## config.mk

```make
export PLATFORM = sky130hd
export DESIGN_NAME = logi_ctrl
export DESIGN_NICKNAME = d
export VERILOG_FILES = /design/src/hw/rtl/logi_pkg.sv /design/src/hw/rtl/logi_ctrl.sv
export SDC_FILE = /design/constraint.sdc
export NUM_CORES = 1
export LEC_CHECK = 0
export ABC_AREA = 1
export BUFFER_PORTS_ARGS = -buffer_cell sky130_fd_sc_hd__buf_2
export CAP_MARGIN = 15
export CORE_AREA = 2 2 39 41
export CTS_CLUSTER_SIZE = 12
export DETAILED_ROUTE_END_ITERATION = 10
export DIE_AREA = 0 0 41 43
export GPL_ROUTABILITY_DRIVEN = 0
export GPL_TIMING_DRIVEN = 0
export HOLD_SLACK_MARGIN = 0.12
export PLACE_DENSITY = 0.73
export SLEW_MARGIN = 20
export SYNTH_ARGS = -nofsm -noshare
export SYNTH_HDL_FRONTEND = slang
export SYNTH_SLANG_ARGS = --single-unit
```

## constraint.sdc

```tcl
create_clock -name i_clk -period 3.25 [get_ports i_clk]
set_clock_uncertainty 0.1 [all_clocks]
set_input_delay 0.1625 -clock i_clk [delete_from_list [all_inputs] [get_ports i_clk]]
set_output_delay 0.1625 -clock i_clk [all_outputs]
set_load 0.005 [all_outputs]
```

## src/hw/rtl/logi_pkg.sv

```systemverilog
// Shared types, constants and helper functions of the occupancy grid block.
`default_nettype none
package logi_pkg;

    localparam int GRID_COLS = 64;
    localparam int GRID_ROWS = 64;
    localparam int MAX_MARGIN = 7;

    localparam int CELLS = GRID_COLS * GRID_ROWS;
    localparam int ADDR_W = $clog2(CELLS);
    localparam int COL_AW = $clog2(GRID_COLS);
    localparam int ROW_AW = $clog2(GRID_ROWS);
    localparam int M_W = $clog2(MAX_MARGIN + 1) + 1;
    localparam int D_W = M_W + 1;
    localparam int SQ_W = 2 * D_W + 1;
    localparam int CENTRE_ADDR = (GRID_ROWS / 2) * GRID_COLS + GRID_COLS / 2;

    localparam int TURN = 23040;
    localparam int QUARTER = 5760;
    localparam int CORDIC_STEPS = 24;
    localparam int CORDIC_GAIN = 652032874;

    localparam int CFG_IDX_W = 2;
    localparam int CFG_DATA_W = 15;
    localparam logic [CFG_IDX_W-1:0] REG_HEADING = 2'd0;
    localparam logic [CFG_IDX_W-1:0] REG_TILE = 2'd1;
    localparam logic [CFG_IDX_W-1:0] REG_MARGIN = 2'd2;

    localparam logic [2:0] CELL_FREE = 3'd0;
    localparam logic [2:0] CELL_OBST = 3'd1;
    localparam logic [2:0] CELL_LOC = 3'd2;

    typedef enum logic [4:0] {
        ST_CLEAR, ST_IDLE, ST_DISPATCH, ST_ANG1, ST_ANG2, ST_ANG3, ST_CORDIC,
        ST_ROUND, ST_MUL, ST_DIVINIT, ST_DIV, ST_FIX, ST_BOUND, ST_RAWWR,
        ST_DISC, ST_RD, ST_RD2, ST_OUT
    } t_state;

    typedef struct packed {
        logic load;
        logic clr;
        logic ang1;
        logic ang2;
        logic ang3;
        logic cordic;
        logic round;
        logic mul;
        logic divinit;
        logic div;
        logic fix;
        logic bound;
        logic rawwr;
        logic disc;
        logic rd;
        logic rd2;
    } t_cmd;

    typedef struct packed {
        logic clr_last;
        logic req;
        logic skip;
        logic cordic_last;
        logic div_last;
        logic in_map;
        logic disc_last;
    } t_status;

    // Arctangent of 2^-i in units of 2^-22 degree.
    function automatic logic signed [31:0] atan_val(input logic [4:0] i);
        logic signed [31:0] v;
        case (i)
            5'd0: v = 32'sd188743680;
            5'd1: v = 32'sd111421900;
            5'd2: v = 32'sd58872272;
            5'd3: v = 32'sd29884485;
            5'd4: v = 32'sd15000234;
            5'd5: v = 32'sd7507429;
            5'd6: v = 32'sd3754631;
            5'd7: v = 32'sd1877430;
            5'd8: v = 32'sd938729;
            5'd9: v = 32'sd469366;
            5'd10: v = 32'sd234683;
            5'd11: v = 32'sd117342;
            5'd12: v = 32'sd58671;
            5'd13: v = 32'sd29335;
            5'd14: v = 32'sd14668;
            5'd15: v = 32'sd7334;
            5'd16: v = 32'sd3667;
            5'd17: v = 32'sd1833;
            5'd18: v = 32'sd917;
            5'd19: v = 32'sd458;
            5'd20: v = 32'sd229;
            5'd21: v = 32'sd115;
            5'd22: v = 32'sd57;
            5'd23: v = 32'sd29;
            default: v = 32'sd0;
        endcase
        return v;
    endfunction

    function automatic logic cell_in_map(input logic signed [17:0] x,
                                         input logic signed [17:0] y);
        return (x >= -18'sd1 * 18'(GRID_COLS / 2)) &&
               (x <= 18'(GRID_COLS - 1 - GRID_COLS / 2)) &&
               (y >= -18'sd1 * 18'(GRID_ROWS / 2)) &&
               (y <= 18'(GRID_ROWS - 1 - GRID_ROWS / 2));
    endfunction

    // Memory address of an in-map cell given as an offset from the centre.
    function automatic logic [ADDR_W-1:0] cell_addr(input logic signed [17:0] x,
                                                   input logic signed [17:0] y);
        logic [17:0] cx;
        logic [17:0] cy;
        cx = x + 18'(GRID_COLS / 2);
        cy = y + 18'(GRID_ROWS / 2);
        return ADDR_W'(32'(cy[ROW_AW-1:0]) * GRID_COLS + 32'(cx[COL_AW-1:0]));
    endfunction

endpackage
`default_nettype wire

```

## src/hw/rtl/logi_ctrl.sv

```systemverilog
// Sequencing state machine of the occupancy grid block.
`default_nettype none
module logi_ctrl (
    input  wire logic             i_clk,
    input  wire logic             i_rst_n,
    input  wire logic             i_start,
    input  wire logi_pkg::t_status i_status,
    output logi_pkg::t_cmd        o_cmd,
    output logic                  o_busy,
    output logic                  o_valid
);

    logi_pkg::t_state r_state;
    logi_pkg::t_state n_state;

    always_ff @(posedge i_clk) begin
        if (!i_rst_n) begin
            r_state <= logi_pkg::ST_CLEAR;
        end else begin
            r_state <= n_state;
        end
    end

    always_comb begin
        n_state = r_state;
        case (r_state)
            logi_pkg::ST_CLEAR: if (i_status.clr_last) n_state = logi_pkg::ST_IDLE;
            logi_pkg::ST_IDLE: if (i_start) n_state = logi_pkg::ST_DISPATCH;
            logi_pkg::ST_DISPATCH: begin
                if (i_status.req) n_state = logi_pkg::ST_RD;
                else if (i_status.skip) n_state = logi_pkg::ST_OUT;
                else n_state = logi_pkg::ST_ANG1;
            end
            logi_pkg::ST_ANG1: n_state = logi_pkg::ST_ANG2;
            logi_pkg::ST_ANG2: n_state = logi_pkg::ST_ANG3;
            logi_pkg::ST_ANG3: n_state = logi_pkg::ST_CORDIC;
            logi_pkg::ST_CORDIC: if (i_status.cordic_last) n_state = logi_pkg::ST_ROUND;
            logi_pkg::ST_ROUND: n_state = logi_pkg::ST_MUL;
            logi_pkg::ST_MUL: n_state = logi_pkg::ST_DIVINIT;
            logi_pkg::ST_DIVINIT: n_state = logi_pkg::ST_DIV;
            logi_pkg::ST_DIV: if (i_status.div_last) n_state = logi_pkg::ST_FIX;
            logi_pkg::ST_FIX: n_state = logi_pkg::ST_BOUND;
            logi_pkg::ST_BOUND: begin
                if (i_status.in_map) n_state = logi_pkg::ST_RAWWR;
                else n_state = logi_pkg::ST_OUT;
            end
            logi_pkg::ST_RAWWR: n_state = logi_pkg::ST_DISC;
            logi_pkg::ST_DISC: if (i_status.disc_last) n_state = logi_pkg::ST_OUT;
            logi_pkg::ST_RD: n_state = logi_pkg::ST_RD2;
            logi_pkg::ST_RD2: n_state = logi_pkg::ST_OUT;
            logi_pkg::ST_OUT: n_state = logi_pkg::ST_IDLE;
            default: n_state = logi_pkg::ST_IDLE;
        endcase
    end

    always_comb begin
        o_cmd = '0;
        o_busy = 1'b1;
        o_valid = 1'b0;
        case (r_state)
            logi_pkg::ST_CLEAR: o_cmd.clr = 1'b1;
            logi_pkg::ST_IDLE: begin
                o_busy = 1'b0;
                o_cmd.load = i_start;
            end
            logi_pkg::ST_ANG1: o_cmd.ang1 = 1'b1;
            logi_pkg::ST_ANG2: o_cmd.ang2 = 1'b1;
            logi_pkg::ST_ANG3: o_cmd.ang3 = 1'b1;
            logi_pkg::ST_CORDIC: o_cmd.cordic = 1'b1;
            logi_pkg::ST_ROUND: o_cmd.round = 1'b1;
            logi_pkg::ST_MUL: o_cmd.mul = 1'b1;
            logi_pkg::ST_DIVINIT: o_cmd.divinit = 1'b1;
            logi_pkg::ST_DIV: o_cmd.div = 1'b1;
            logi_pkg::ST_FIX: o_cmd.fix = 1'b1;
            logi_pkg::ST_BOUND: o_cmd.bound = 1'b1;
            logi_pkg::ST_RAWWR: o_cmd.rawwr = 1'b1;
            logi_pkg::ST_DISC: o_cmd.disc = 1'b1;
            logi_pkg::ST_RD: o_cmd.rd = 1'b1;
            logi_pkg::ST_RD2: o_cmd.rd2 = 1'b1;
            logi_pkg::ST_OUT: o_valid = 1'b1;
            default: o_busy = 1'b1;
        endcase
    end

endmodule
`default_nettype wire

```

# ---- Yosys cells after proc, flatten, opt, wreduce, memory -nomap -nowiden
# Cells that the tools add are included.
dict set report totals {
  ff_bits 5
  input_bits 10
  out_inout_bits 18
  word_cells 52
}
dict set report op_classes {
  n_eq_ne 22
  muxes 27
  n_reduce_logical 2
}
# operator n
set op_table {}
lappend op_table {{$pmux W5 S17} 1}
lappend op_table {{$eq A5 B4 Y1 const B} 8}
lappend op_table {{$mux W5} 8}
lappend op_table {{$eq A5 B3 Y1 const B} 4}
lappend op_table {{$mux W1} 18}
lappend op_table {{$eq A5 B2 Y1 const B} 2}
lappend op_table {{$eq A5 B5 Y1 const B} 2}
lappend op_table {{$ne A2 B2 Y1 const B} 5}
lappend op_table {{$eq A5 B1 Y1 const B} 1}
lappend op_table {{$logic_not A5 Y1} 1}
lappend op_table {{$reduce_and A5 Y1} 1}

# ---- Longest topological paths before layout
dict set report depth {
  depth_word 3
  mapped_depth 9
  ltp_nobuf 9
}

# ---- Worst setup path after synthesis
# Ideal clock, no wire load.
dict set report synth_timing {
  kind {reg-to-reg}
  from {register r_state[4]}
  to {register r_state[1]}
  setup_time_ns 0.070
  arrival_time_ns 1.071
  required_time_ns 3.080
  path_slack_ns 2.010
  stages_incl_launch_ff 8
  n_path_buf 1
  cell_sequence {dfxtp_1 -> inv_1 -> buf_2 -> nand4_1 -> nand3_1 -> nor2_2 -> nand2_1 -> a21oi_1}
}
dict set report synth_via {
  elab_chain_len 3
  word_cells_on_any_way 24
  cone_classes {eq/ne: 21; mux: 1; reduce/logical: 2}
}
# item line_no
set synth_rtl {}
lappend synth_rtl {{start: declaration} logi_ctrl.sv:13} ;# logi_pkg::t_state r_state;
lappend synth_rtl {{start signal: assignment} logi_ctrl.sv:18} ;# r_state <= logi_pkg::ST_CLEAR;
lappend synth_rtl {{start signal: assignment} logi_ctrl.sv:20} ;# r_state <= n_state;
lappend synth_rtl {{$eq A5 B3 Y1, or another cell as far along} logi_ctrl.sv:26} ;# case (r_state)
lappend synth_rtl {{$ne A2 B2 Y1 (no line)} --}
lappend synth_rtl {{$reduce_and A5 Y1 (no line)} --}
# Parallel ways exist; a longest one is shown, timed or not.
# A chain may end at the register's enable or synchronous reset.

# ---- Worst setup path in the final report
dict set report layout_timing {
  from {register r_state[0]}
  to {output o_valid}
}
dict set report layout_via {
  elab_chain_len 2
}
# item line_no
set layout_rtl {}
lappend layout_rtl {{$eq A5 B5 Y1} logi_ctrl.sv:60} ;# case (r_state)
lappend layout_rtl {{$mux W1} logi_ctrl.sv:60}
lappend layout_rtl {{end: declaration} logi_ctrl.sv:10} ;# output logic o_valid
# Every way passes these cells.

==> results.sh <==
export IMPL_synthArstFlopShare_pct=0
export IMPL_synth_top_area_share_pct=18.4
export IMPL_via_per_inst=4.77
export IMPL_fill_cells=165
export IMPL_drive_gt1_share_pct=28.8
export IMPL_ant_nets=0
export IMPL_fmax_mhz=642
export IMPL_wl_met1_um=639
export IMPL_wire_per_inst_um=9.19
export IMPL_wirelength_mm=1.43
export IMPL_combPwrFrac_pct=40.1
export IMPL_synth_simple_area_share_pct=56.9
export IMPL_switching_share_pct=39.1
export IMPL_synthMuxAreaShare_pct=0
export IMPL_r2r_end="r_state[2]$_SDFFE_PN0P_"
export IMPL_synthesis_nets=117
export IMPL_wl_met3_um=71
export IMPL_rr_worst_depth=7
export IMPL_ios=28
export IMPL_grt_ovfl_total=0
export IMPL_ys_warn_count=0
export IMPL_synthDistinctLibCells=17
export IMPL_highest_layer="met4"
export IMPL_drc_errors=0
export IMPL_nets=150
export IMPL_fin_crit_sh_pct=47.9
export IMPL_maxCapViolCount=0
export IMPL_status="completed"
export IMPL_ys_ff_latch=5
export IMPL_initial_core_util_pct=39.2
export IMPL_io_buffer_count=27
export IMPL_utilization_pct=53.1
export IMPL_synthTopCellsByCount="24 x nor2_1, 20 x nand2_1, 19 x inv_1"
export IMPL_grt_pass1_vias=601
export IMPL_synthAdderAreaFrac_pct=0
export IMPL_dpl_cell_count=150
export IMPL_vias=739
export IMPL_clkTransAtPathRegs_ps=40
export IMPL_reg2reg_slack_ps=1800
export IMPL_synth_area_per_cell_um2=5.07
export IMPL_largest_register="r_state"
export IMPL_clkPwrFrac_pct=28.8
export IMPL_grt_pass1_wl_mm=2.33
export IMPL_crit_buf_inv=3
export IMPL_worst_slew_pin_slew_ps=284
export IMPL_clockBufferDepth=2
export IMPL_synth_xor_area_share_pct=0
export IMPL_hold_start="i_status[5]"
export IMPL_synth_area_um2=543
export IMPL_final_cells=155
export IMPL_wl_met2_um=693
export IMPL_end_kind="output pin"
export IMPL_finalInstanceArea_um2=734
export IMPL_arrival_ps=1300
export IMPL_core_area_um2=1380
export IMPL_crit_type="flip-flop to output pin"
export IMPL_crit_path_start="r_state[0]$_SDFFE_PN0P_"
export IMPL_yosys_area_top_type="dfxtp_1"
export IMPL_cpPeakStageDelay_ps=400
export IMPL_cts_tree="yes"
export IMPL_cts_max_level=1
export IMPL_firstDrtPassIters=4
export IMPL_internal_power_uw=150
export IMPL_min_delay_path_class="input pin to flip-flop"
export IMPL_synth_edff_count=0
export IMPL_top_regs="r_state (5)"
export IMPL_max_slew_margin_pct=81.0
export IMPL_largest_reg_flops=5
export IMPL_switchingPower_uw=96.2
export IMPL_synth_top_family_by_area="simple AND/OR/NAND/NOR gates"
export IMPL_clock_sinks=5
export IMPL_reg2reg_from="r_state[4]$_SDFFE_PN0P_"
export IMPL_required_ps=2990
export IMPL_clkLatencyLatePin_ps=240
export IMPL_yosys_cell_count_top_type="nor2_1"
export IMPL_first_iter_violations=9
export IMPL_placed_area_um2=698
export IMPL_critPathLaunchType="flip-flop"
export IMPL_synth_compound_area_share_pct=7.83
export IMPL_synthTopCellsByArea="dfxtp_1 18%, nor2_1 17%, nand2_1 14%, inv_1 13%, nand3_1 10%"
export IMPL_min_to="r_state[4]$_SDFFE_PN0P_"
export IMPL_pwr_share_seq_pct=31.1
export IMPL_crit_slowest_cell="dfxtp_1"
export IMPL_postSynthCellCount=107
export IMPL_die_y_um=43
export IMPL_die_w_um=41
export IMPL_antenna_found_initial=0
export IMPL_grt_setup_unrepaired="false"
export IMPL_num_antenna_cells=0
export IMPL_grt_max_degree=11
export IMPL_post_cts_buffers=0
export IMPL_setup_tns_ps=0
export IMPL_vdd_drop_max_mv=0.174
export IMPL_crit_family="flip-flops"
export IMPL_drv_slew=0
export IMPL_layout_min_cycle_time_ps=1560
export IMPL_cts_root_buf="clkbuf_4"
export IMPL_leakage_uw=0.000489
export IMPL_dieArea_um2=1760
export IMPL_cp_max_fo=5
export IMPL_setup_violations=0
export IMPL_path_cells="inv_2, nor2_2, inv_1, nor4_1, buf_2"
export IMPL_dp_hpwl_mm=1.23
export IMPL_rows=14
export IMPL_area_growth_pct=35.3
export IMPL_synthFlopType="dfxtp_1"
export IMPL_finalHoldViolCount=0
export IMPL_p_per_area_nw_per_um2=335
export IMPL_worstHoldPathCells=4
export IMPL_grt_util_all_layers_pct=18.8
export IMPL_yosysSeqAreaShare_pct=18.4
export IMPL_numCtsBuffers=3
export IMPL_whs_ps=235
worst min-delay path: stages:
cell,delay [ps]
buf_2,100
nor3_1,50
nor3_1,160
nor3_1,60
area by class of cell:
type	count	area (um2)	area share, %
Inverter	23	86.3	11.8
Multi-Input combinational cell	78	352	47.9
Timing Repair Buffer	28	145	19.8
Sequential cell	5	100	13.6
Buffer	1	5.00	0.681
Clock buffer	4	26.3	3.58
Tap cell	16	20.0	2.73
how the worst max path moves through the flow:
stage / to / cells past startpoint
2_1_floorplan: r_state[1]$_SDFFE_PN0P_ / 7
3_3_place_gp: r_state[1]$_SDFFE_PN0P_ / 8
3_5_place_dp: r_state[1]$_SDFFE_PN0P_ / 7
4_1_cts: o_valid / 4
5_1_grt: o_valid / 5
6_report: o_valid / 5
per-layer routing:
metal | GRT usage [%] | up-vias
met1 | 25.6 | 320
li1 | - | 398
met2 | 28.7 | 19
met3 | 1.57 | 2
met4 | 8.00 | 0
met5 | 0 | -
power groups by stage:
stage                     combinational (uW)  sequential (uW)  clock (uW)
after floorplan                         68.2             76.2           0
after global placement                  96.4             77.3           0
after detailed placement                97.9             77.5           0
after CTS                               99.4             76.4        74.2
after global routing                     113             78.0        76.1
final                                   98.8             76.6        70.9
placed cells by master (no fill, tap or decap):
master          n
o211ai_1        1
o21ai_0         1
inv_2           3
nor2_2          5
nor4_1          1
nor3_1          4
nand4_1         3
dlygate4sd3_1   1
clkinv_1        1
inv_1          19
nand3_1        11
nand2_1        20
nand2_2         1
a21oi_1         6
and3_1          1
dfxtp_1         5
nor2_1         24
clkbuf_1        1
clkbuf_4        3
buf_2          28
through the flow:
step	power [uW]	worst slack, ps
floorplan	144	2010
global placement	174	1840
detailed placement	175	1820
CTS	250	1680
global route	268	1540
finish	246	1690
repair_timing:
item / CTS / global route
endpoints found under the hold margin: 3 / 0
hold buffers: 1 / 0
gates resized for setup: 0 / 0
logic make-up after synthesis:
group / Yosys count
DFF: 5
and+or+nand+nor: 70
AOI/OAI and AO/OA: 8
buffers and inverters: 24
No activity file was read; power rests on OpenSTA's default activity.
